==> config.mk <==
export PLATFORM = sky130hd
export DESIGN_NAME = news_mul
export DESIGN_NICKNAME = d
export VERILOG_FILES = /design/src/sv/news_pkg.sv /design/src/sv/news_mul.sv
export SDC_FILE = /design/constraint.sdc
export NUM_CORES = 2
export LEC_CHECK = 0
export BUFFER_PORTS_ARGS = -buffer_cell sky130_fd_sc_hd__buf_2
export CAP_MARGIN = 0
export CORE_MARGIN = 2
export CORE_UTILIZATION = 55
export DETAILED_ROUTE_END_ITERATION = 8
export PLACE_DENSITY = 0.72
export SETUP_SLACK_MARGIN = 0.5
export SYNTH_ARGS = -nofsm -noshare
export SYNTH_HDL_FRONTEND = slang
export SYNTH_SLANG_ARGS = --single-unit
==> constraint.sdc <==
create_clock -name i_clk -period 9.2 [get_ports i_clk]
set_clock_uncertainty 0.15 [all_clocks]
set_input_delay 0.92 -clock i_clk [delete_from_list [all_inputs] [get_ports i_clk]]
set_output_delay 0.92 -clock i_clk [all_outputs]
set_load 0.005 [all_outputs]
==> src/sv/news_pkg.sv <==
// Shared constants, payload types and register codes of the wire shading unit.
// No dependencies.
package news_pkg;

    localparam int CoordW = 20;
    localparam int IdxW   = 16;
    localparam int DiffW  = CoordW + 1;
    localparam int VecW   = DiffW + 2;
    localparam int AccW   = 2 * DiffW + 2;
    localparam int SumW   = 2 * VecW + 2;
    localparam int RootW  = SumW / 2;
    localparam int MulW   = (VecW > 33) ? VecW : 33;
    localparam int ProdW  = 2 * MulW;
    localparam int QuotW  = 17;
    localparam int DistW  = 21;
    localparam int CovW   = 16;
    localparam int AddrW  = 5;
    localparam int DataW  = 32;

    localparam logic [DistW-1:0] DIST_INF = '1;
    localparam logic [QuotW-1:0] Q16_ONE  = 17'h10000;

    // Cosine polynomial coefficients, Q2.30
    localparam logic [31:0] COS_A   = 32'd1324675881;
    localparam logic [31:0] COS_B   = 32'd272375555;
    localparam logic [31:0] COS_C   = 32'd22401987;
    localparam logic [31:0] COS_D   = 32'd987048;
    localparam logic [31:0] Q30_ONE = 32'd1073741824;

    // Register indexes
    localparam logic [2:0] REG_WIRE_SIZE = 3'd0;
    localparam logic [2:0] REG_FALLOFF   = 3'd1;
    localparam logic [2:0] REG_INVERT    = 3'd2;
    localparam logic [2:0] REG_OUT_MIN   = 3'd3;
    localparam logic [2:0] REG_OUT_MAX   = 3'd4;

    // Falloff modes
    localparam logic [1:0] FALL_ABS        = 2'd0;
    localparam logic [1:0] FALL_LINEAR     = 2'd1;
    localparam logic [1:0] FALL_RADIAL     = 2'd2;
    localparam logic [1:0] FALL_INV_RADIAL = 2'd3;

    typedef struct packed {
        logic [20:0] wire_size;
        logic [1:0]  falloff_mode;
        logic        invert_output;
        logic [15:0] out_min;
        logic [15:0] out_max;
    } t_cfg;

    typedef struct packed {
        logic signed [CoordW-1:0] point_x;
        logic signed [CoordW-1:0] point_y;
        logic signed [CoordW-1:0] point_z;
        logic signed [CoordW-1:0] start_x;
        logic signed [CoordW-1:0] start_y;
        logic signed [CoordW-1:0] start_z;
        logic signed [CoordW-1:0] end_x;
        logic signed [CoordW-1:0] end_y;
        logic signed [CoordW-1:0] end_z;
        logic [IdxW-1:0]          edge_id;
        logic                     last_edge;
    } t_in_item;

    typedef struct packed {
        logic [DistW-1:0] min_distance;
        logic [IdxW-1:0]  closest_edge;
        logic [CovW-1:0]  coverage;
    } t_out_item;

endpackage

==> src/sv/news_mul.sv <==
// Shared signed multiplier with a registered product.
// Depends on news_pkg.
module news_mul (
    input  logic                              i_clk,
    input  logic signed [news_pkg::MulW-1:0]  i_a,
    input  logic signed [news_pkg::MulW-1:0]  i_b,
    output logic signed [news_pkg::ProdW-1:0] o_prod
);
    import news_pkg::*;

    logic signed [ProdW-1:0] r_prod;

    // Product lands in the cycle after the operands
    always_ff @(posedge i_clk) begin
        r_prod <= i_a * i_b;
    end

    assign o_prod = r_prod;

endmodule

==> flow_summary.json <==
{
  "die_y_um": 276,
  "worstSetupStartpointType": "input pin",
  "yosysMostFrequentCell": "fa_1",
  "synth_cell_type_count": 80,
  "worstMarginPinSlew_ns": 0.822,
  "crit_type": "input pin to flop",
  "ctsHoldBuffers": 0,
  "synth-edff-count": 0,
  "core_um2": 73100,
  "ctsLongestPathBuffers": 2,
  "arrival_ns": 8.63,
  "drive_gt1_frac": 0.0587,
  "overflow": 0,
  "crit_required_ns": 9.31,
  "synthFlopType": "dfxtp_1",
  "cts_tree": "done",
  "rsz0062_at_grt": "yes",
  "synthAdderAreaFrac": 0.629,
  "dieArea_um2": 76300,
  "synth-simple-area-share": 0.158,
  "max_freq_mhz": 117,
  "maxSlewHeadroom": 0.452,
  "wire_per_inst_um": 19.7,
  "period_share": 0.926,
  "status": "completed",
  "cts_root_buffer": "clkbuf_16",
  "detail-route-antenna-nets": 0,
  "cts.sinks": 66,
  "synth_mux_area_frac": 0,
  "clkTransAtPathRegs_ns": 0.07,
  "synth_commonest_cells": "fa_1, inv_1, and2_1",
  "whs_path_depth": 2,
  "synthCells": 4338,
  "synthXorXnorAreaFrac": 0.0146,
  "grt_pass1_wl_um": 172000,
  "final.setup.tns_ns": 0,
  "final_nets": 5754,
  "grt_pass1_vias": 32000,
  "drt_first_iter_violations": 1523,
  "hold_class": "input pin to flop",
  "largest_register_ffs": 66,
  "holdPathEnd": "o_prod[0]",
  "finalWirelength_um": 104000,
  "cts_buffers": 9,
  "period_minus_slack_ns": 8.52,
  "async_flop_share": 0,
  "synth_top_area_cell": "fa_1",
  "synth_top_area_share": 0.563,
  "cp-end-kind": "flop",
  "cap_violations": 0,
  "via_per_inst": 5.42,
  "grt_antenna_before_repair": 5,
  "initial_utilization": 0.557,
  "die_w_um": 276,
  "ys_ff_latch": 66,
  "cts_max_level": 3,
  "synth-compound-area-share": 0.0407,
  "min_from": "i_b[0]",
  "yosys_warnings": 0,
  "n_fill_cell": 6416,
  "gp_congestion": 0.912,
  "setup_viol": 0,
  "rows": 99,
  "syn-num-nets": 5767,
  "area_growth_pct": 4.53,
  "slew_violations": 0,
  "hpwl_um": 87900,
  "synth.cell_area_um2": 40700,
  "track_usage": 0.289,
  "crit_path_max_fanout": 21,
  "synthTopCellsByArea": "fa_1, inv_1, and2_1",
  "grt_max_degree": 34,
  "synth_area_per_cell_um2": 9.39,
  "io_buffers": 132,
  "dr.pass1.iters": 5,
  "seqCellArea_um2": 1320,
  "ys_seq_area_frac": 0.0324,
  "multi_input_area_um2": 34300,
  "hold_viol_final": 0,
  "drc": 0,
  "num_vias": 28700,
  "io-pin-count": 133,
  "synth_top_family_by_area": "adder cells"
}
==> worst max-delay path by stage <==
stage | start | endpoint | slack, ns | cells after the start
2_1_floorplan | i_a[32] | o_prod[62] | 0.89 | 23
4_1_cts | i_b[1] | o_prod[64] | 0.56 | 26
5_1_grt | i_a[31] | o_prod[64] | 0.46 | 25
6_report | i_b[18] | o_prod[64] | 0.68 | 24
3_3_place_gp | i_b[1] | o_prod[64] | 0.21 | 26
3_5_place_dp | i_b[1] | o_prod[64] | 0.15 | 26
==> cells by family after synthesis <==
kind of cell / Yosys count
compound gates: 219
flops: 66
xor+xnor: 68
simple gates: 1271
fa+ha+maj: 1362
buf+inv: 1352
==> layer usage <==
layer / vias to the layer above / global-route usage / routed length [µm]
met2: 964 / 0.520 / 55300
li1: 12300 / - / -
met3: 299 / 0.0349 / 5340
met1: 15100 / 0.350 / 38200
met4: 8 / 0.128 / 5230
met5: - / 0 / 46
==> per-stage QoR <==
stage                util  cell area [µm²]  std cells  hold slack, ns  setup WS, ns
floorplan               -            40700       4338           0.897         0.894
global placement    0.578            42200       5273            1.15         0.213
detailed placement  0.578            42200       5273            1.15         0.153
CTS                 0.582            42500       5289           0.939         0.556
global route        0.583            42600       5290           0.951         0.458
finish              0.583            42600       5291           0.952         0.685
==> timing repair <==
action	in CTS	in global routing
hold endpoints to repair	0	0
setup buffers	0	0
endpoints found under the setup margin	0	7
resized for setup	0	16
==> critical path, cell delays in order <==
cell	delay, ns
buf_2	0.46
buf_4	0.33
nand2_1	0.12
fa_1	0.55
fa_1	0.55
inv_1	0.06
fa_1	0.48
fa_1	0.49
fa_1	0.63
fa_1	0.45
fa_1	0.49
inv_1	0.05
fa_1	0.47
inv_1	0.04
ha_1	0.40
nand4_1	0.22
nor2_1	0.35
nand2_1	0.18
nor3_2	0.32
buf_4	0.20
o311ai_4	0.18
nand3_2	0.22
a211oi_1	0.10
a311oi_1	0.35
==> cell type report <==
| class | count | share of cell area |
|---|---|---|
| Multi-Input combinational cell | 2920 | 0.806 |
| Inverter | 1131 | 0.0997 |
| Sequential cell | 66 | 0.0310 |
| Tap cell | 959 | 0.0282 |
| Timing Repair Buffer | 197 | 0.0276 |
| Clock buffer | 10 | 0.00538 |
| Clock inverter | 6 | 0.00156 |
| Antenna cell | 2 | 0.000118 |
==> layout by cell type (no fill, tap or decap), types with 3 or more instances in the layout <==
master      count
a211o_1         6
a211oi_1        7
a211oi_2        3
a21o_1         36
a21oi_1        56
a21oi_2         4
a31oi_1         8
and2_1        562
and3_1          5
and4_1          5
buf_2         121
buf_4          65
clkbuf_16       9
clkbuf_4       11
clkinvlp_4      3
dfxtp_1        66
fa_1         1145
ha_1          217
inv_1        1131
nand2_1       551
nand2b_1       12
nand3_1        24
nand4_1        11
nor2_1         67
nor2b_1         5
nor3_1          6
o211ai_1        4
o21a_1          6
o21ai_0        25
o21ai_1         6
o21bai_1       10
o31ai_4         3
or2_2           3
or3_1           3
xnor2_1        43
xor2_1         25
Power is not shown: default switching activity piles up to over one toggle a cycle in this logic, so the estimate is an artifact.
