$ cat config.mk
export PLATFORM = sky130hd
export DESIGN_NAME = news_sqrt
export DESIGN_NICKNAME = d
export VERILOG_FILES = /design/src/sv/news_pkg.sv /design/src/sv/news_sqrt.sv
export SDC_FILE = /design/constraint.sdc
export NUM_CORES = 1
export LEC_CHECK = 0
export ABC_AREA = 1
export BUFFER_PORTS_ARGS = -buffer_cell sky130_fd_sc_hd__buf_4
export CAP_MARGIN = 15
export CORE_MARGIN = 1.5
export CORE_UTILIZATION = 34
export DETAILED_ROUTE_END_ITERATION = 10
export PLACE_DENSITY = 0.61
export SLEW_MARGIN = 30
export SYNTH_ARGS = -nofsm -noshare
export SYNTH_HDL_FRONTEND = slang
export SYNTH_SLANG_ARGS = --single-unit
$ cat constraint.sdc
create_clock -name i_clk -period 8.6 [get_ports i_clk]
set_input_delay 1.72 -clock i_clk [delete_from_list [all_inputs] [get_ports i_clk]]
set_output_delay 1.72 -clock i_clk [all_outputs]
set_load 0.005 [all_outputs]
$ cat src/sv/news_pkg.sv
// Shared constants, payload types and register codes of the wire shading unit.
// No dependencies.
package news_pkg;

    localparam int CoordW = 20;
    localparam int IdxW   = 16;
    localparam int DiffW  = CoordW + 1;
    localparam int VecW   = DiffW + 2;
    localparam int AccW   = 2 * DiffW + 2;
    localparam int SumW   = 2 * VecW + 2;
    localparam int RootW  = SumW / 2;
    localparam int MulW   = (VecW > 33) ? VecW : 33;
    localparam int ProdW  = 2 * MulW;
    localparam int QuotW  = 17;
    localparam int DistW  = 21;
    localparam int CovW   = 16;
    localparam int AddrW  = 5;
    localparam int DataW  = 32;

    localparam logic [DistW-1:0] DIST_INF = '1;
    localparam logic [QuotW-1:0] Q16_ONE  = 17'h10000;

    // Cosine polynomial coefficients, Q2.30
    localparam logic [31:0] COS_A   = 32'd1324675881;
    localparam logic [31:0] COS_B   = 32'd272375555;
    localparam logic [31:0] COS_C   = 32'd22401987;
    localparam logic [31:0] COS_D   = 32'd987048;
    localparam logic [31:0] Q30_ONE = 32'd1073741824;

    // Register indexes
    localparam logic [2:0] REG_WIRE_SIZE = 3'd0;
    localparam logic [2:0] REG_FALLOFF   = 3'd1;
    localparam logic [2:0] REG_INVERT    = 3'd2;
    localparam logic [2:0] REG_OUT_MIN   = 3'd3;
    localparam logic [2:0] REG_OUT_MAX   = 3'd4;

    // Falloff modes
    localparam logic [1:0] FALL_ABS        = 2'd0;
    localparam logic [1:0] FALL_LINEAR     = 2'd1;
    localparam logic [1:0] FALL_RADIAL     = 2'd2;
    localparam logic [1:0] FALL_INV_RADIAL = 2'd3;

    typedef struct packed {
        logic [20:0] wire_size;
        logic [1:0]  falloff_mode;
        logic        invert_output;
        logic [15:0] out_min;
        logic [15:0] out_max;
    } t_cfg;

    typedef struct packed {
        logic signed [CoordW-1:0] point_x;
        logic signed [CoordW-1:0] point_y;
        logic signed [CoordW-1:0] point_z;
        logic signed [CoordW-1:0] start_x;
        logic signed [CoordW-1:0] start_y;
        logic signed [CoordW-1:0] start_z;
        logic signed [CoordW-1:0] end_x;
        logic signed [CoordW-1:0] end_y;
        logic signed [CoordW-1:0] end_z;
        logic [IdxW-1:0]          edge_id;
        logic                     last_edge;
    } t_in_item;

    typedef struct packed {
        logic [DistW-1:0] min_distance;
        logic [IdxW-1:0]  closest_edge;
        logic [CovW-1:0]  coverage;
    } t_out_item;

endpackage

$ cat src/sv/news_sqrt.sv
// Integer square root, two radicand bits a cycle.
// Depends on news_pkg.
module news_sqrt (
    input  logic                       i_clk,
    input  logic                       i_rst_n,
    input  logic                       i_start,
    input  logic [news_pkg::SumW-1:0]  i_rad,
    output logic                       o_done,
    output logic [news_pkg::RootW-1:0] o_root
);
    import news_pkg::*;

    localparam int CntW = $clog2(RootW + 1);

    logic [SumW-1:0]  r_rad;
    logic [RootW+1:0] r_rem;
    logic [RootW-1:0] r_root;
    logic [CntW-1:0]  r_cnt;
    logic             r_busy;
    logic             r_done;
    logic [RootW+1:0] w_rem2;
    logic [RootW+1:0] w_trial;
    logic             w_ge;

    assign w_rem2  = {r_rem[RootW-1:0], r_rad[SumW-1:SumW-2]};
    assign w_trial = {r_root, 2'b01};
    assign w_ge    = w_rem2 >= w_trial;

    // Control
    always_ff @(posedge i_clk) begin
        if (!i_rst_n) begin
            r_busy <= 1'b0;
            r_done <= 1'b0;
            r_cnt  <= '0;
        end else if (i_start) begin
            r_busy <= 1'b1;
            r_done <= 1'b0;
            r_cnt  <= CntW'(RootW);
        end else if (r_busy) begin
            r_cnt <= r_cnt - 1'b1;
            if (r_cnt == CntW'(1)) begin
                r_busy <= 1'b0;
                r_done <= 1'b1;
            end
        end else begin
            r_done <= 1'b0;
        end
    end

    // Datapath: one root bit per step
    always_ff @(posedge i_clk) begin
        if (i_start) begin
            r_rad  <= i_rad;
            r_rem  <= '0;
            r_root <= '0;
        end else if (r_busy) begin
            r_rad  <= {r_rad[SumW-3:0], 2'b00};
            r_rem  <= w_ge ? (w_rem2 - w_trial) : w_rem2;
            r_root <= {r_root[RootW-2:0], w_ge};
        end
    end

    assign o_done = r_done;
    assign o_root = r_root;

endmodule

==> summary.md <==
| Metric | Value |
|---|---|
| Yosys reg bits | 103 |
| Share of layout cells above drive strength 1 | 15.01% |
| DR iter-0 viols | 278 |
| Most common cell in the netlist | nand2_1 |
| Area leader, netlist | edfxtp_1 |
| Post-synthesis async set-or-reset flop share | 0% |
| Yosys warnings | 0 |
| DR pass1 iterations | 5 |
| Core Region | 0.01748 mm^2 |
| Final slew viol count | 0 |
| Syn_nets | 936 |
| Drt wl/cell | 12.58 um |
| MaxCap Viol Count | 0 |
| Relative slew margins | 45.33% |
| Global route overflow | 0 |
| Vias | 5345 |
| Top cells by area, synth | edfxtp_1 23%, nand2_1 22%, dfxtp_1 18%, inv_1 8.1%, ha_1 5.7% |
| Req. time, crit path | 8600 ps |
| Syn_area_per_cell | 7.176 um^2 |
| Drt total wl | 14.48 mm |
| Setup TNS | 0 ps |
| Die Wd | 137.5 um |
| Fin nets | 1000 |
| Crit path capture type | flop |
| Final Setup Violations | 0 |
| Total GRT Usage | 16.53% |
| TritonCTS clock tree | built |
| Main synth FF type | dfxtp_1 |
| Cell variety after synth | 39 |
| Routed Antenna Nets | 0 |
| CTS buffer count | 9 |
| CP cell instances | buf_4 > nor2_1 > buf_4 > inv_2 > buf_4 |
| Worst-Skew Late Latency | 360 ps |
| Ant diodes | 0 |
| Fin crit share | 40.43% |
| Post-synth EDFFs | 48 |
| CP Max Fanout | 53 |
| Chip Height | 137.5 um |
| Register area share after synthesis | 41.34% |
| Minimum clock period | 3477 ps |
| I/O pins | 76 |
| Critical path class | in -> reg |
| Hold Violations, Final | 0 |
| Die area | 0.01890 mm^2 |
| Htree depth | 3 |
| Buf/Inv on CP | 4 |
| Top cells by count, synth | 353 x nand2_1, 133 x inv_1, 55 x dfxtp_1 |
| Initial Utilization | 35.19% |
| First-pass GRT wire length | 24.31 mm |
| Hold buffer count at cts | 0 |
| HPWL Detailed | 10.78 mm |
| Worst min path class | reg -> reg |
| Outcome | completed |
| DRC | 0 |
| Worst Path Arrival | 3480 ps |
| Largest net degree at the start of global routing | 54 |
| Post-synthesis cell area | 0.006150 mm^2 |
| Setup Buffers After CTS | 0 |
| Clock Sinks | 103 |
| Post-synth top area share | 23.44% |
| Synth-to-Final Area Change | 17.25% |
| Synth Instances | 857 |
| Initial antenna violation count | 0 |
| Top delay family on crit path | buffers and inverters |
| Core Util, Final | 41.26% |
| Max Buffers Root-to-Sink | 2 |
| Fill cells | 1817 |
| Clk slew on worst S/H paths | 80 ps |
| RSZ-0062 raised after global routing | false |
| IO Port Bufs | 75 |
| Clock Tree Root | clkbuf_16 |
| Vias per cell | 4.644 |
| Achievable Freq | 287.6 MHz |
| PostCTS Resize Cnt | 0 |
| Most used cell, CP | buf_4 |
| Clock Skew | 8.723 ps |
| Type of origin of the critical path | input pin |
| Slowest CP cell | buf_4 |
| Vias in the first global route | 5055 |
| Gp weighted congestion | 0.9127 |
| Max incr delay on CP | 600 ps |
| Worst-Margin Slew | 815.0 ps |
| Site Rows | 48 |
## metal layers
| layer | global-route usage, % | wire (um) | up-vias |
|---|---|---|---|
| met5 | 0 | 0 | - |
| met1 | 24.05 | 7555 | 2380 |
| met2 | 24.64 | 6027 | 117 |
| met3 | 3.679 | 653 | 20 |
| li1 | - | - | 2828 |
| met4 | 4.152 | 245 | 0 |
## flip-flops by register name, summed over array words and instances (netlist names)
register  flops
r_cnt         5
r_rem        24
r_busy        1
o_done        1
o_root       24
r_rad        48
## cell usage in the layout, fill, tap and decap left out, types with 2 or more instances in the layout
master     instances
inv_2              5
o211ai_1           4
a211oi_1           2
inv_1            133
nor3_2             4
nand2_1          353
nand3_1           37
clkinv_8           2
clkinv_1           2
or2_1              3
nand3_2           15
edfxtp_1          48
o22ai_1           23
ha_1              28
nor2_1            37
nand2_2            7
nand3b_1           2
nand4_1           15
xor2_1             4
o21ai_0            3
nor2_2             5
inv_8              3
dfxtp_1           54
a21oi_2            2
xnor2_1            5
clkbuf_16          9
buf_4             78
o21ai_1           11
nor2_4             3
a21oi_1           17
a31oi_1            3
## per-stage QoR
stage               std cells  hold WS, ps  area (um^2)  setup slack, ps
global route             1151        500.4         7211             4888
finish                   1151        475.9         7211             5123
floorplan                 857        430.1         6150             4449
CTS                      1151        476.4         7211             5123
detailed placement       1135        466.2         6880             4722
global placement         1135        455.9         6879             4702
## cell families (layout without fill, tap and decap cells)
family | Yosys count | in the layout | synth area share, %
AND/OR/NAND/NOR | 485 | 485 | 34.32
buffers and inverters | 165 | 234 | 10.78
AO/OA/AOI/OAI | 67 | 67 | 6.572
XOR/XNOR | 9 | 9 | 1.282
adder cells (fa/ha/maj) | 28 | 28 | 5.697
flip-flops | 103 | 103 | 41.34
## worst reg2reg max path: stages (launching register included)
cell,delay [ps]
dfxtp_2,750
inv_1,480
nor2_2,480
clkinv_1,770
a21oi_1,340
o21ai_1,100
nand2_1,70
## worst paths after layout
kind	start	endpoint	slack (ps)	depth (start not counted)
max	i_start	r_rad[0]	5120	5
min	r_cnt[4]	r_cnt[4]	480	2
max reg2reg	r_busy	r_rem[7]	5550	6
min reg2reg	r_cnt[4]	r_cnt[4]	480	2
## final cells by class
cell class	count	area [um^2]	share of cell area, %
clock buffer	9	225.2	3.123
sequential	103	2544	35.28
tap	225	281.5	3.904
multi-input combinational	589	2944	40.83
inverter	140	525.5	7.288
timing repair buffer	78	585.6	8.121
clock inverter	7	105.1	1.458
Power is left out: the tool's default activity adds up to more than one toggle a clock period on the data nets, which glitch-free logic cannot reach.
