**config.mk**
```make
export PLATFORM = sky130hd
export DESIGN_NAME = news_cfg
export DESIGN_NICKNAME = d
export VERILOG_FILES = /design/src/sv/news_pkg.sv /design/src/sv/news_cfg.sv
export SDC_FILE = /design/constraint.sdc
export NUM_CORES = 1
export LEC_CHECK = 0
export BUFFER_PORTS_ARGS = -buffer_cell sky130_fd_sc_hd__buf_2
export CAP_MARGIN = 15
export CELL_PAD_IN_SITES_DETAIL_PLACEMENT = 1
export CELL_PAD_IN_SITES_GLOBAL_PLACEMENT = 1
export CORE_MARGIN = 4
export CORE_UTILIZATION = 36
export DETAILED_ROUTE_END_ITERATION = 7
export PLACE_DENSITY_LB_ADDON = 0.3
export SYNTH_ARGS = -nofsm -noshare
export SYNTH_HDL_FRONTEND = slang
export SYNTH_SLANG_ARGS = --single-unit
export TNS_END_PERCENT = 30
```
**constraint.sdc**
```tcl
create_clock -name i_clk -period 3 [get_ports i_clk]
set_input_delay 0 -clock i_clk [delete_from_list [all_inputs] [get_ports i_clk]]
set_output_delay 0 -clock i_clk [all_outputs]
set_load 0.005 [all_outputs]
```
**src/sv/news_pkg.sv**
```systemverilog
// Shared constants, payload types and register codes of the wire shading unit.
// No dependencies.
package news_pkg;

    localparam int CoordW = 20;
    localparam int IdxW   = 16;
    localparam int DiffW  = CoordW + 1;
    localparam int VecW   = DiffW + 2;
    localparam int AccW   = 2 * DiffW + 2;
    localparam int SumW   = 2 * VecW + 2;
    localparam int RootW  = SumW / 2;
    localparam int MulW   = (VecW > 33) ? VecW : 33;
    localparam int ProdW  = 2 * MulW;
    localparam int QuotW  = 17;
    localparam int DistW  = 21;
    localparam int CovW   = 16;
    localparam int AddrW  = 5;
    localparam int DataW  = 32;

    localparam logic [DistW-1:0] DIST_INF = '1;
    localparam logic [QuotW-1:0] Q16_ONE  = 17'h10000;

    // Cosine polynomial coefficients, Q2.30
    localparam logic [31:0] COS_A   = 32'd1324675881;
    localparam logic [31:0] COS_B   = 32'd272375555;
    localparam logic [31:0] COS_C   = 32'd22401987;
    localparam logic [31:0] COS_D   = 32'd987048;
    localparam logic [31:0] Q30_ONE = 32'd1073741824;

    // Register indexes
    localparam logic [2:0] REG_WIRE_SIZE = 3'd0;
    localparam logic [2:0] REG_FALLOFF   = 3'd1;
    localparam logic [2:0] REG_INVERT    = 3'd2;
    localparam logic [2:0] REG_OUT_MIN   = 3'd3;
    localparam logic [2:0] REG_OUT_MAX   = 3'd4;

    // Falloff modes
    localparam logic [1:0] FALL_ABS        = 2'd0;
    localparam logic [1:0] FALL_LINEAR     = 2'd1;
    localparam logic [1:0] FALL_RADIAL     = 2'd2;
    localparam logic [1:0] FALL_INV_RADIAL = 2'd3;

    typedef struct packed {
        logic [20:0] wire_size;
        logic [1:0]  falloff_mode;
        logic        invert_output;
        logic [15:0] out_min;
        logic [15:0] out_max;
    } t_cfg;

    typedef struct packed {
        logic signed [CoordW-1:0] point_x;
        logic signed [CoordW-1:0] point_y;
        logic signed [CoordW-1:0] point_z;
        logic signed [CoordW-1:0] start_x;
        logic signed [CoordW-1:0] start_y;
        logic signed [CoordW-1:0] start_z;
        logic signed [CoordW-1:0] end_x;
        logic signed [CoordW-1:0] end_y;
        logic signed [CoordW-1:0] end_z;
        logic [IdxW-1:0]          edge_id;
        logic                     last_edge;
    } t_in_item;

    typedef struct packed {
        logic [DistW-1:0] min_distance;
        logic [IdxW-1:0]  closest_edge;
        logic [CovW-1:0]  coverage;
    } t_out_item;

endpackage

```
**src/sv/news_cfg.sv**
```systemverilog
// APB-style configuration register file of the wire shading unit.
// Depends on news_pkg.
module news_cfg (
    input  logic                       i_clk,
    input  logic                       i_rst_n,
    input  logic                       psel,
    input  logic                       penable,
    input  logic                       pwrite,
    input  logic [news_pkg::AddrW-1:0] paddr,
    input  logic [news_pkg::DataW-1:0] pwdata,
    output logic [news_pkg::DataW-1:0] prdata,
    output logic                       pready,
    output news_pkg::t_cfg             o_cfg
);
    import news_pkg::*;

    t_cfg       r_cfg;
    logic [2:0] w_idx;
    logic       w_wr;

    assign pready = 1'b1;
    assign w_idx  = paddr[AddrW-1:2];
    assign w_wr   = psel & penable & pwrite;
    assign o_cfg  = r_cfg;

    // Register writes
    always_ff @(posedge i_clk) begin
        if (!i_rst_n) begin
            r_cfg.wire_size     <= 21'd1024;
            r_cfg.falloff_mode  <= FALL_RADIAL;
            r_cfg.invert_output <= 1'b0;
            r_cfg.out_min       <= 16'd0;
            r_cfg.out_max       <= 16'hFFFF;
        end else if (w_wr) begin
            case (w_idx)
                REG_WIRE_SIZE: r_cfg.wire_size     <= pwdata[20:0];
                REG_FALLOFF:   r_cfg.falloff_mode  <= pwdata[1:0];
                REG_INVERT:    r_cfg.invert_output <= pwdata[0];
                REG_OUT_MIN:   r_cfg.out_min       <= pwdata[15:0];
                REG_OUT_MAX:   r_cfg.out_max       <= pwdata[15:0];
                default: ;
            endcase
        end
    end

    // Read-back
    always_comb begin
        case (w_idx)
            REG_WIRE_SIZE: prdata = DataW'(r_cfg.wire_size);
            REG_FALLOFF:   prdata = DataW'(r_cfg.falloff_mode);
            REG_INVERT:    prdata = DataW'(r_cfg.invert_output);
            REG_OUT_MIN:   prdata = DataW'(r_cfg.out_min);
            REG_OUT_MAX:   prdata = DataW'(r_cfg.out_max);
            default:       prdata = '0;
        endcase
    end

endmodule

```
==> metrics <==
status finished, final reports clean; VDD IR max 210 µV; vias in the first global route 2623; # fillers approximately 920; Synth Flop Type dfxtp_1; switching share of power about 26%; H-tree depth 2; CTS root buffer clkbuf_8; Die Width slightly below 100 µm; WS Path Type in2out; Initial DRT Pass Iterations 4; DP Cell Count about 500; CTS resizes 0; P_sw 348 µW; CTS Hold Bufs 21; Final Critical Period between 1.5 and 2 ns; metal3 WL 571 µm; CP Cell Sequence buf_2, nor3b_2, buf_4, nand2_1, o21ai_0, buf_2; Async S/R FF share, synth 0%; routed length per placed instance 16.1 µm; cell count along the critical path 6; Crit path arrival time 1.66 ns; number of flops mapped to enable cells by yosys 0; Clock transition at path regs 0.09 ns; Tcrit/Tclk final 55.5%; final wirelength 8.49 mm; worst setup path end prdata[11]; cell taking the most area after synthesis dfxtp_1; Pwr Density 373 mW/mm²; Worst Setup End Kind output port; Synth top area share between 40% and 50%; Hold Vio Cnt, Final 0; most numerous cell in the Yosys netlist nand2_1; footprint of the multi-input gates 0.00147 mm²; Tot GR Track Use 18.7%; die area 0.00922 mm²; via count 2552; max-cap violations 0; RePlAce Congestion 0.777; initial antenna violation count 0; cell area after synthesis ~0.0028 mm²; initial core utilization 37.7%; CP Data Required Time 3.00 ns; unrepaired setup endpoints after global routing false; DIE HEIGHT approximately 96 µm; ANT nets after route 0; Worst Hold Class in2reg; DRT iter0 DRCs 58; Syn Inst Count approximately 310; wl on met1 ~3.6 mm; largest net degree at the start of global routing 43; Layout Cells excl Fill 526; CP startpoint paddr[4]; most instantiated cells after synthesis 74 x nand2_1, 58 x mux2i_1, 56 x dfxtp_1; Max Transition Viols Final 0; max reg flops 56; RR Endpoint o_cfg[24]$_SDFFE_PN0P_; Core Area approximately 0.0074 mm²; Detail Route met2 WL 4.23 mm; Post-DP Area 0.00329 mm²; CTS Buf Count 5; # diodes 0; FF+latch area 0.00112 mm²; first-pass GRT wire length between 10 and 15 mm; depth of the most critical reg-to-reg path 2; layout cells sized above 1 28.6%; final clock skew 0 ns; Overflow after GRT 0; CTS tree done; hold wc startpoint penable; Worst Max-Slew Pin Slew 0.815 ns; final worst slack 1.34 ns; Synth Area per Inst 8.94 µm²; Worst Path Buf+Inv 3; DRC 0; Max Clk Rate 601 MHz; Area Growth Syn to Fin 28.6%; Internal 989 µW; CP top delay family buffers and inverters; Final Net Count 468; cell leakage power around 0.0016 µW; Flop pwr share between 50% and 60%; row count 31; IO buf count 105; final instance area 0.00359 mm²; Clk pwr share 31.6%; DP Worst Slack approximately 1.3 ns; final setup TNS 0 ns; DR vias/cell 4.85; CTS Sinks 56; clk_lat worst skew 0.30 ns; leading post-synthesis cells by cell area dfxtp_1 40%, mux2i_1 21%, nand2_1 10%; launching element type of the critical path primary input; sequential fraction of the synthesis area 40.2%; Slew Limit Headroom about 46%; Yosys cell types 29; HPWL after DPL around 5.8 mm; most frequent CP cell buf_2; Ys Warns 0; Worst R2R Setup Slack 2.33 ns; FF+latch count, synth between 50 and 60; Finish-stage setup viols 0; I/O pin count 131; highest routed layer met4; combinational share of power 12.1%; Setup Buffers After CTS 0; RR Startpoint o_cfg[24]$_SDFFE_PN0P_; slowest stage delay, CP 0.66 ns; Max Root-Sink Buffers 2; Critical-path top delay cell nor3b_2; CP max FO 25
## per-stage QoR
step	hold WS (ns)	util, %	power [µW]
after global placement	0.249	44.4	906
after detailed placement	0.263	44.4	910
final	0.0288	48.4	1340
after global routing	0.0521	48.4	1400
after CTS	0.0271	48.4	1350
after floorplan	0.139	-	862
## cells in the final DEF (no fill, tap or decap)
master | netlist | layout
nor3b_2 | 1 | 2
buf_2 | 3 | 105
clkinv_4 | 0 | 1
o22ai_1 | 1 | 1
o21a_1 | 1 | 1
nand2_1 | 74 | 74
clkbuf_1 | 14 | 2
and2_1 | 6 | 6
dfxtp_1 | 56 | 56
o31ai_1 | 1 | 1
or3_1 | 2 | 2
nand3b_1 | 1 | 1
clkbuf_8 | 0 | 5
nand2b_1 | 1 | 1
a22oi_1 | 14 | 14
nand4b_4 | 1 | 1
dlygate4sd3_1 | 0 | 21
nor3_1 | 2 | 2
buf_4 | 15 | 7
conb_1 | 2 | 12
o21ai_1 | 3 | 3
nand4_1 | 1 | 1
nor2b_1 | 34 | 34
o21ai_0 | 12 | 12
nor2_2 | 1 | 1
nor2_1 | 1 | 1
o211ai_1 | 1 | 1
mux2i_1 | 58 | 58
nand3_1 | 1 | 1
## worst register-to-register path, stage by stage, from the launching register on
cell	delay, ns
dfxtp_1	0.38
nand2_1	0.07
mux2i_1	0.15
## power groups by stage
stage | sequential, µW | combinational, µW | clock, µW
2_1_floorplan | 770 | 92.4 | 0
3_3_place_gp | 770 | 136 | 0
3_5_place_dp | 770 | 140 | 0
4_1_cts | 753 | 161 | 435
5_1_grt | 754 | 181 | 462
6_report | 753 | 162 | 422
## metal layers
metal,track usage (%),vias to the layer above
met2,33.2,82
met4,3.55,0
met5,0,-
met3,4.22,9
li1,-,1241
met1,23.1,1220
## logic make-up after synthesis
family          Yosys count  synth area share, %
compound gates           33                 7.49
buf+inv                  36                 8.70
flops                    56                 40.2
mux                      58                 20.8
other cells               2                0.269
simple gates            127                 22.6
## worst min path at each step
stage | endpoint | cells after the start
5_1_grt | o_cfg[32]$_SDFFE_PN0P_ | 3
6_report | o_cfg[32]$_SDFFE_PN0P_ | 3
3_5_place_dp | o_cfg[54]$_SDFFE_PN0P_ | 3
2_1_floorplan | o_cfg[51]$_SDFFE_PN0P_ | 2
3_3_place_gp | o_cfg[51]$_SDFFE_PN0P_ | 3
4_1_cts | o_cfg[32]$_SDFFE_PN0P_ | 3
## cell type report
class | count | share of cell area, %
Clock buffer | 7 | 2.13
Clock inverter | 1 | 0.244
Multi-Input combinational cell | 230 | 40.9
Sequential cell | 56 | 31.3
Tap cell | 99 | 3.45
Timing Repair Buffer | 133 | 22.0
(Power assumes the default switching activity.)
