## src/sv/news_pkg.sv

```systemverilog
// Shared constants, payload types and register codes of the wire shading unit.
// No dependencies.
package news_pkg;

    localparam int CoordW = 20;
    localparam int IdxW   = 16;
    localparam int DiffW  = CoordW + 1;
    localparam int VecW   = DiffW + 2;
    localparam int AccW   = 2 * DiffW + 2;
    localparam int SumW   = 2 * VecW + 2;
    localparam int RootW  = SumW / 2;
    localparam int MulW   = (VecW > 33) ? VecW : 33;
    localparam int ProdW  = 2 * MulW;
    localparam int QuotW  = 17;
    localparam int DistW  = 21;
    localparam int CovW   = 16;
    localparam int AddrW  = 5;
    localparam int DataW  = 32;

    localparam logic [DistW-1:0] DIST_INF = '1;
    localparam logic [QuotW-1:0] Q16_ONE  = 17'h10000;

    // Cosine polynomial coefficients, Q2.30
    localparam logic [31:0] COS_A   = 32'd1324675881;
    localparam logic [31:0] COS_B   = 32'd272375555;
    localparam logic [31:0] COS_C   = 32'd22401987;
    localparam logic [31:0] COS_D   = 32'd987048;
    localparam logic [31:0] Q30_ONE = 32'd1073741824;

    // Register indexes
    localparam logic [2:0] REG_WIRE_SIZE = 3'd0;
    localparam logic [2:0] REG_FALLOFF   = 3'd1;
    localparam logic [2:0] REG_INVERT    = 3'd2;
    localparam logic [2:0] REG_OUT_MIN   = 3'd3;
    localparam logic [2:0] REG_OUT_MAX   = 3'd4;

    // Falloff modes
    localparam logic [1:0] FALL_ABS        = 2'd0;
    localparam logic [1:0] FALL_LINEAR     = 2'd1;
    localparam logic [1:0] FALL_RADIAL     = 2'd2;
    localparam logic [1:0] FALL_INV_RADIAL = 2'd3;

    typedef struct packed {
        logic [20:0] wire_size;
        logic [1:0]  falloff_mode;
        logic        invert_output;
        logic [15:0] out_min;
        logic [15:0] out_max;
    } t_cfg;

    typedef struct packed {
        logic signed [CoordW-1:0] point_x;
        logic signed [CoordW-1:0] point_y;
        logic signed [CoordW-1:0] point_z;
        logic signed [CoordW-1:0] start_x;
        logic signed [CoordW-1:0] start_y;
        logic signed [CoordW-1:0] start_z;
        logic signed [CoordW-1:0] end_x;
        logic signed [CoordW-1:0] end_y;
        logic signed [CoordW-1:0] end_z;
        logic [IdxW-1:0]          edge_id;
        logic                     last_edge;
    } t_in_item;

    typedef struct packed {
        logic [DistW-1:0] min_distance;
        logic [IdxW-1:0]  closest_edge;
        logic [CovW-1:0]  coverage;
    } t_out_item;

endpackage

```

## src/sv/news_div.sv

```systemverilog
// Restoring divider: floor(num * 2^16 / den) for num <= den, one bit a cycle.
// Depends on news_pkg.
module news_div (
    input  logic                      i_clk,
    input  logic                      i_rst_n,
    input  logic                      i_start,
    input  logic [news_pkg::AccW-1:0] i_num,
    input  logic [news_pkg::AccW-1:0] i_den,
    output logic                      o_done,
    output logic [news_pkg::QuotW-1:0] o_quot
);
    import news_pkg::*;

    localparam int CntW = $clog2(QuotW + 1);

    logic [AccW:0]    r_rem;
    logic [AccW-1:0]  r_den;
    logic [QuotW-1:0] r_quot;
    logic [CntW-1:0]  r_cnt;
    logic             r_busy;
    logic             r_done;
    logic             w_ge;
    logic [AccW:0]    w_rem;

    assign w_ge  = r_rem >= {1'b0, r_den};
    assign w_rem = w_ge ? (r_rem - {1'b0, r_den}) : r_rem;

    // Control
    always_ff @(posedge i_clk) begin
        if (!i_rst_n) begin
            r_busy <= 1'b0;
            r_done <= 1'b0;
            r_cnt  <= '0;
        end else if (i_start) begin
            r_busy <= 1'b1;
            r_done <= 1'b0;
            r_cnt  <= CntW'(QuotW);
        end else if (r_busy) begin
            r_cnt <= r_cnt - 1'b1;
            if (r_cnt == CntW'(1)) begin
                r_busy <= 1'b0;
                r_done <= 1'b1;
            end
        end else begin
            r_done <= 1'b0;
        end
    end

    // Datapath: compare, subtract, shift
    always_ff @(posedge i_clk) begin
        if (i_start) begin
            r_rem <= {1'b0, i_num};
            r_den <= i_den;
        end else if (r_busy) begin
            r_rem  <= {w_rem[AccW-1:0], 1'b0};
            r_quot <= {r_quot[QuotW-2:0], w_ge};
        end
    end

    assign o_done = r_done;
    assign o_quot = r_quot;

endmodule

```

## config.mk

```make
export PLATFORM = sky130hd
export DESIGN_NAME = news_div
export DESIGN_NICKNAME = d
export VERILOG_FILES = /design/src/sv/news_pkg.sv /design/src/sv/news_div.sv
export SDC_FILE = /design/constraint.sdc
export NUM_CORES = 1
export LEC_CHECK = 0
export BUFFER_PORTS_ARGS = -buffer_cell sky130_fd_sc_hd__buf_2
export CAP_MARGIN = 30
export CORE_ASPECT_RATIO = 1.1
export CORE_UTILIZATION = 35
export DETAILED_ROUTE_END_ITERATION = 10
export PLACE_DENSITY_LB_ADDON = 0.3
export SYNTH_ARGS = -nofsm -noshare
export SYNTH_HDL_FRONTEND = slang
export SYNTH_SLANG_ARGS = --single-unit
```

## constraint.sdc

```tcl
create_clock -name i_clk -period 2.8 [get_ports i_clk]
set_input_delay 0.28 -clock i_clk [delete_from_list [all_inputs] [get_ports i_clk]]
set_output_delay 0.28 -clock i_clk [all_outputs]
set_load 0.01 [all_outputs]
```

==> impl.org, run 1 <==
** Finish
- Fraction of final layout cells sized beyond drive strength 1 :: 41.05%
- Post-route cell area :: 0.01032 mm²
- The library cell used most frequently in the layout, excluding fill and tap cells, is sky130_fd_sc_hd__buf_4.
- Measured on the finished design, the core utilization comes to 51.80%.
- From synthesis to final layout, the design area changed by 44.12%.
- Commonest cells after routing, fill and taps aside :: sky130_fd_sc_hd__buf_4, sky130_fd_sc_hd__buf_2, sky130_fd_sc_hd__edfxtp_1, sky130_fd_sc_hd__a21oi_1, sky130_fd_sc_hd__inv_1
- Excluding fillers, the count of instances in the completed layout stands at 1246.
- The number of antenna diodes in the final layout is 0.
- In the final design database the tool counted 1119 nets.

** Timing
- Setup violations remaining at the end of the flow were counted as 43.
- Counting I/O delays and the setup requirement, the final critical path takes 3.124 ns.
- Hold violation total from the final report :: 0
- Post-route setup slack :: -0.3239 ns
- The clock arrives with 0.01027 ns of skew.
- Fmax :: 320.1 MHz
- Final cycle utilization of the critical path :: 111.6%
- Worst-Margin Slew :: 0.4652 ns
- The total count of max-transition violations in the final report is 0.
- Slew margin rel. :: 68.99%
- Setup repair after global routing could not meet its margin everywhere.

** Pwr
- P per Cell Area :: 907.5 mW/mm²
- Largest voltage drop on the vdd net :: 0.0005037 V
- For this design the static power due to leakage is 4.485 nW.
- The design draws 0.009369 W.

** Setup path
- Reg-to-reg critical path startpoint :: r_rem[7]$_DFFE_PP_
- Critical path startpoint category :: flop
- The critical path is of the reg -> reg type.
- Source of the critical timing path :: r_rem[7]$_DFFE_PP_
- Reg-to-reg slack, setup :: -0.32 ns
- Sequence of cells on the critical path :: ha_4 -> nand4_4 -> nor2_4 -> o311ai_4 -> a2111oi_4 -> a21oi_2 -> o31a_1 -> o21a_4 -> buf_4 -> buf_12 -> a211oi_2 -> a21oi_1
- STA classifies the critical path endpoint as a flop.
- CP delay by family, top :: compound AO/OA/AOI/OAI gates
- The largest individual stage delay along the critical path comes from the cell sky130_fd_sc_hd__edfxtp_1.
- The worst register-to-register path ends at r_rem[30]$_DFFE_PP_.
- Stages on the worst setup path :: 12
- Data on the critical path is required at its endpoint by 2.97 ns.
- Maximum fanout count along the critical path :: 8
- On the worst path, the slowest cell contributes a delay of 0.44 ns.
- Endpoint arrival time on the critical path :: 3.29 ns
- Counting both buffers and inverters, the worst setup path holds a total of 2.
- Depth of the worst register-to-register path :: 12

** Route
- The pre-antenna-repair detailed-routing pass consisted of 8 iterations.
- Via-per-instance ratio :: 5.070
- Post-DR wirelength/cell :: 15.74 µm
- Number of DRC violations after detailed-routing iteration 0 :: 349
- Wires add up to 19610 µm.
- Antenna-violating nets left :: 0
- After detailed routing, the number of remaining DRC violations is 16.
- The routed layout has 6317 vias.

** Clock tree
- The later pin in the worst-skew pair is clocked with a latency of 0.43 ns.
- CTS tree :: built
- The number of clock buffers added by TritonCTS is 17.
- Worst-case clock buffer depth :: 2
- The clock net in this run drives a total of 113 sinks.
- After clock tree synthesis, the clock-pin slew on the worst setup and hold paths is 0.06 ns.
- Clock H-tree levels :: 4
- Cell at the root of the clock tree :: sky130_fd_sc_hd__clkbuf_16
- Hold buffer count at cts :: 0

** Floorplanning
- Num ports :: 109
- Die outline width :: 138.4 µm
- Overall die area :: 0.02104 mm²
- Core footprint :: 0.01993 mm²
- Initial core utilization :: 35.94%
- Core Rows :: 54
- The die is 152.0 µm tall.

** Yosys
- Total standard cell area after synthesis :: 0.007163 mm²
- Post-synthesis instance total :: 715
- Yosys mapped a number of flops with a built-in enable equal to 105.
- During synthesis, Yosys emitted a total of 0 warnings.
- Of the synthesized area, sequential elements account for 46.25%.
- In this run, synthesis produced a sequential element count of 113.
- Averaged over all synthesized cells, the footprint is 10.02 µm².
- Async S/R FF share, synth :: 0%
- Post-Synthesis Net Count :: 853
- Most frequently used flop master after synthesis :: sky130_fd_sc_hd__edfxtp_1
- Count of unique library cells instantiated by Yosys :: 67

** Placement
- HPWL Detailed :: 13870 µm
- In this run the cell area measured after placement is 0.009200 mm².
- Input and output buffers added on the ports amount to 108.
- The congestion estimate from routability-driven global placement came to 0.8633.
- Worst Setup Slack post-DPL :: -0.3499 ns
- Once placement completed, the tool counted placed cells totaling 1196.

** Global routing
- Entering global routing, the biggest net connects 68 pins.
- Via count of the first global-routing pass :: 6504
- Total global routing overflow :: 0
- Global router's overall resource usage :: 19.06%
- First-pass GRT wire length :: 31600 µm
- Initial antenna violation count :: 0

** Run
- Maximum capacitance violations :: 0

** Run status
- The flow ran to the end, but the final reports show violations.
- The checks that failed: DRC, setup timing.

** Worst hold path
- Counting instances, the worst hold path has a depth of 1.
- In this run the worst hold path is classified as in -> reg.
- The startpoint identified for the worst hold timing path is i_den[22].
- Worst min-delay path endpoint :: r_den[22]$_DFFE_PP_
## flip-flops by register name, summed over array words and instances, names as in the netlist
| register | count |
|---|---|
| o_quot | 17 |
| r_cnt | 5 |
| o_done | 1 |
| r_den | 44 |
| r_rem | 45 |
| r_busy | 1 |
## how the worst max path moves through the flow
stage                     slack [ns]             endpoint
after floorplan                -0.20  r_rem[18]$_DFFE_PP_
final                          -0.32  r_rem[30]$_DFFE_PP_
after detailed placement       -0.35  r_rem[28]$_DFFE_PP_
after global routing           -0.44  r_rem[39]$_DFFE_PP_
after global placement         -0.35  r_rem[33]$_DFFE_PP_
after CTS                      -0.31  r_rem[30]$_DFFE_PP_
## area by class of cell
class | instances | area, µm²
fillers | 1817 | 9608
flip-flops and latches | 113 | 3313
multi-input cells | 504 | 3954
clock inverters | 15 | 152.6
repair buffers | 275 | 1896
inverters | 70 | 267.8
clock buffers | 17 | 425.4
well taps | 252 | 315.3
## power breakdown
group | switching [W] | total, W | internal (W)
combinational | 0.00239 | 0.00485 | 0.00246
clock | 0.000910 | 0.00216 | 0.00125
sequential | 0.000169 | 0.00236 | 0.00220
## per-layer routing
metal  share of wire [%]  wire length, µm  vias up  GRT usage, %
li1                    -                -     3151             -
met1                  45             8873     2989         23.49
met2                  49             9557      147         32.70
met3                 4.2              820       30         3.782
met4                 1.8              361        0         7.437
met5                   0                0        -             0
## cells by family (layout without fill, tap and decap cells)
family / after synthesis / count (layout) / synth area share (%)
DFF: 113 / 113 / 46.25
buffers and inverters: 98 / 377 / 5.816
AOI/OAI and AO/OA: 227 / 227 / 20.07
muxes: 18 / 18 / 2.777
adders and majority gates: 47 / 47 / 8.314
xor gates and xnor gates: 44 / 44 / 5.380
and+or+nand+nor: 168 / 168 / 11.39
## Yosys cell counts (all sizes together) (16+ instances only)
library cell,number,area (µm²)
a211oi,16,120.1
a21o,25,187.7
a21oi,94,474.2
edfxtp,105,3153
ha,46,575.6
inv,69,259.0
nand2,50,187.7
nor2,51,193.9
o21ai,36,180.2
xnor2,24,210.2
xor2,20,175.2
## metrics by stage
| step | hold slack, ns | TNS, ns |
|---|---|---|
| after floorplan | 0.3789 | -6.673 |
| after global placement | 0.4271 | -12.41 |
| after detailed placement | 0.4298 | -12.75 |
| after CTS | 0.003772 | -10.61 |
| after global routing | 0.007701 | -14.71 |
| final | 0.01862 | -10.47 |
## what timing repair did
item	4_1_cts	5_1_grt
pin swaps	22	24
endpoints found under the hold margin	0	0
cloned	1	1
setup endpoints to repair	45	45
gates resized for setup	29	43
setup buffers	10	8
(Power assumes the default switching activity.)
==> run 2: changes to the inputs <==
--- a/config.mk
+++ b/config.mk
@@ -11,6 +11,7 @@
 export CORE_UTILIZATION = 35
 export DETAILED_ROUTE_END_ITERATION = 10
 export PLACE_DENSITY_LB_ADDON = 0.3
+export SKIP_CTS_REPAIR_TIMING = 1
 export SYNTH_ARGS = -nofsm -noshare
 export SYNTH_HDL_FRONTEND = slang
 export SYNTH_SLANG_ARGS = --single-unit
==> run 2 against run 1 <==
Net effect:
- the run still ends with DRC, setup timing left
- worst hold slack got worse by 0.0032 ns
- combinational power grew 7.0%
- clock power barely moved
- design area grew 1.9%
- clock skew increased by 0.00069 ns
- worst setup slack worse by 0.018 ns
- sequential power about the same
- critical endpoint is now r_rem[28]$_DFFE_PP_
- highest routed layer unchanged
==> impl.org, run 2 (synthesis gave the netlist of run 1 again) <==
** Worst hold path
- Path type of the worst min-delay path :: in -> reg (unchanged)

** Run status
- Violations in the final reports :: DRC, setup timing (unchanged)
- Outcome: finished with violations (unchanged).

** Timing
- Fmax :: 318.3 MHz (was 320.1 MHz)
- The final worst-path setup slack is -0.3420 ns (was -0.3239 ns).
- Setup repair after global routing missed its margin: yes (unchanged).
- The final worst hold slack was 0.01538 ns (was 0.01862 ns).
- Worst-Margin Slew :: 0.4660 ns (was 0.4652 ns)
- The post-route setup TNS is -10.82 ns (was -10.47 ns).
- Final cycle utilization of the critical path :: 112.2% (was 111.6%)
- The count of endpoints failing hold in the final timing report was 0 (unchanged).
- Worst-case clock skew :: 0.01096 ns (was 0.01027 ns)
- The total count of max-transition violations in the final report came to 0 (unchanged).
- The number of endpoints failing setup at the final stage is 44 (was 43).
- Slew margin rel. :: 68.94% (was 68.99%)
- Final critical-path required period :: 3.142 ns (was 3.124 ns)

** Placement
- The cell area reported after detailed placement is 0.009200 mm² (unchanged).
- Worst Setup Slack post-DPL :: -0.3499 ns (unchanged)
- HPWL Detailed :: 13870 µm (unchanged)
- The count of port buffers added during placement is 108 (unchanged).
- Placer Congestion :: 0.8633 (unchanged)

** Setup path
- The startpoint type of the worst setup path is a flop (unchanged).
- Reg-to-reg slack, setup :: -0.34 ns (was -0.32 ns)
- The cell type group with the largest total delay on the critical path was compound AO/OA/AOI/OAI gates (unchanged).
- Number of buffers and inverters on the critical path :: 2 (unchanged)
- The kind of end point of the critical path was a flop (unchanged).
- Largest stage delay on the critical path :: 0.44 ns (about the same)
- Cell repeated most along the worst path :: sky130_fd_sc_hd__a21o_1
- The data required time at the worst endpoint is 2.98 ns (was 2.97 ns).
- Sequence of cells on the critical path: ha_4 -> a21o_1 -> a21o_1 -> a221oi_4 -> a2111oi_4 -> a21oi_2 -> o31a_1 -> o21a_4 -> inv_8 -> clkbuf_16 -> nor2_4 -> a21oi_4 -> mux2_4 (was ha_4 -> nand4_4 -> nor2_4 -> o311ai_4 -> a2111oi_4 -> a21oi_2 -> o31a_1 -> o21a_4 -> buf_4 -> buf_12 -> a211oi_2 -> a21oi_1).
- The highest-delay cell along the critical path is sky130_fd_sc_hd__edfxtp_1 (unchanged).
- Maximum fanout count along the critical path :: 8 (unchanged)
- The data arrival time of the critical path was 3.32 ns (was 3.29 ns).
- Critical path class :: reg -> reg (unchanged)

** Clock tree
- Clock-pin transition on the worst setup and hold timing paths :: 0.07 ns (was 0.06 ns)
- Clock latency of the later-clocked register in the worst-skew pair :: 0.43 ns (about the same)
- Clock H-tree levels :: 4 (unchanged)
- CTS tree :: built (unchanged)
- The number of clock buffers inserted by TritonCTS was 17 (unchanged).
- Worst-case clock buffer depth :: 2 (unchanged)
- The cell at the root of the clock tree is sky130_fd_sc_hd__clkbuf_16 (unchanged).
- Number of clock sinks :: 113 (unchanged)

** Floorplanning
- The placeable core region was 0.01993 mm² (unchanged).
- Initial core utilization :: 35.94% (unchanged)
- Num ports :: 109 (unchanged)
- Vertical die dimension :: 152.0 µm (unchanged)
- Overall die area :: 0.02104 mm² (unchanged)
- The site row count was 54 (unchanged).
- The die outline width came to 138.4 µm (unchanged).

** Pwr
- Leak pwr :: 4.527 nW (was 4.485 nW)
- P per Cell Area :: 925.2 mW/mm² (was 907.5 mW/mm²)
- The switching part of the total power is 37.56% (was 37.01%).
- Clock group share of total power :: 22.2% (was 23.0%)
- The overall power of the completed layout came to 0.009733 W (was 0.009369 W).
- Portion of total power attributed to sequential cells :: 24.4% (was 25.2%)
- Largest voltage drop on the vdd net :: 0.0005148 V (was 0.0005037 V)
- Internal :: 0.006077 W (was 0.005902 W)
- Part of the total power dissipated in combinational logic :: 53.4% (was 51.7%)
- Net Sw Power :: 0.003656 W (was 0.003467 W)

** Global routing
- The all-layer global routing usage came to 18.51% (was 19.06%).
- The initial antenna violation count came to 0 (unchanged).
- Via count of the first global-routing pass :: 6403 (was 6504)
- Total global routing overflow :: 0 (unchanged)
- First-pass GRT wire length :: 30770 µm (was 31600 µm)
- The largest net degree at the start of global routing was 68 (unchanged).

** Route
- The average routed wire per standard cell came to 15.91 µm (was 15.74 µm).
- Detailed-route DRC error count :: 16 (unchanged)
- Number of search-and-repair iterations in the first detailed-routing pass :: 8 (unchanged)
- The wire length after detailed routing came to 19800 µm (was 19610 µm).
- The initial detailed-routing violation count came to 329 (was 349).
- The remaining number of nets flagged by the antenna check after routing was 0 (unchanged).
- The total number of vias was 6377 (was 6317).
- The average via count per standard cell came to 5.122 (was 5.070).

** Finish
- The final non-filler cell area came to 0.01052 mm² (was 0.01032 mm²).
- The signed area change from the synthesized netlist to the final layout came to 46.86% (was 44.12%).
- Final antenna diode count :: 0 (unchanged)
- The share of layout cells above drive strength 1 came to 44.01% (was 41.05%).
- The final-layout fill cell count is 1767 (was 1817).
- The number of nets in the final layout came to 1118 (was 1119).
- Commonest cells after routing, fill and taps aside :: sky130_fd_sc_hd__buf_4, sky130_fd_sc_hd__buf_2, sky130_fd_sc_hd__edfxtp_1, sky130_fd_sc_hd__inv_1, sky130_fd_sc_hd__a21oi_1 (was sky130_fd_sc_hd__buf_4, sky130_fd_sc_hd__buf_2, sky130_fd_sc_hd__edfxtp_1, sky130_fd_sc_hd__a21oi_1, sky130_fd_sc_hd__inv_1)
- Commonest non-fill, non-tap cell in the layout :: sky130_fd_sc_hd__buf_4 (unchanged)
- The flip-flop count of the largest register, all copies and words added came to 45 (unchanged).
- The register name with the most flops is r_rem (unchanged).

** Run
- The count of max-cap constraint violations was 0 (unchanged).
-- run 2: final cells by class --
class	instances	area [µm²]	share of cell area, %
clock buffer	17	425.4	4.044
multi-input combinational	504	4101	38.99
inverter	70	270.3	2.569
tap	252	315.3	2.997
sequential	113	3313	31.49
timing repair buffer	274	1942	18.46
clock inverter	15	152.6	1.451
-- run 2: power by group through the flow --
stage	clock (W)	combinational, W	sequential, W
final	0.00216	0.00519	0.00238
after detailed placement	0	0.00424	0.00237
after global routing	0.00226	0.00566	0.00241
after floorplan	0	0.00265	0.00235
after CTS	0.00220	0.00428	0.00234
after global placement	0	0.00420	0.00236
-- run 2: path summary, 6_finish.rpt --
| path | startpoint | to | depth (start not counted) |
|---|---|---|---|
| max | r_rem[7]$_DFFE_PP_ | r_rem[28]$_DFFE_PP_ | 13 |
| min reg2reg | o_quot[3]$_DFFE_PP_ | o_quot[4]$_DFFE_PP_ | 0 |
| max reg2reg | r_rem[7]$_DFFE_PP_ | r_rem[28]$_DFFE_PP_ | 13 |
| min | i_den[22] | r_den[22]$_DFFE_PP_ | 1 |
-- run 2: per-stage QoR --
step | std cells | util [%]
floorplan | 715 | -
global placement | 1196 | 46.16
detailed placement | 1196 | 46.16
CTS | 1228 | 49.06
global route | 1245 | 52.78
finish | 1245 | 52.78
-- run 2: routing by layer --
layer | share of wire (%) | GRT usage, %
met5 | 0 | 0
met4 | 1.9 | 7.277
met2 | 49 | 31.30
met1 | 45 | 23.27
met3 | 4.2 | 3.530
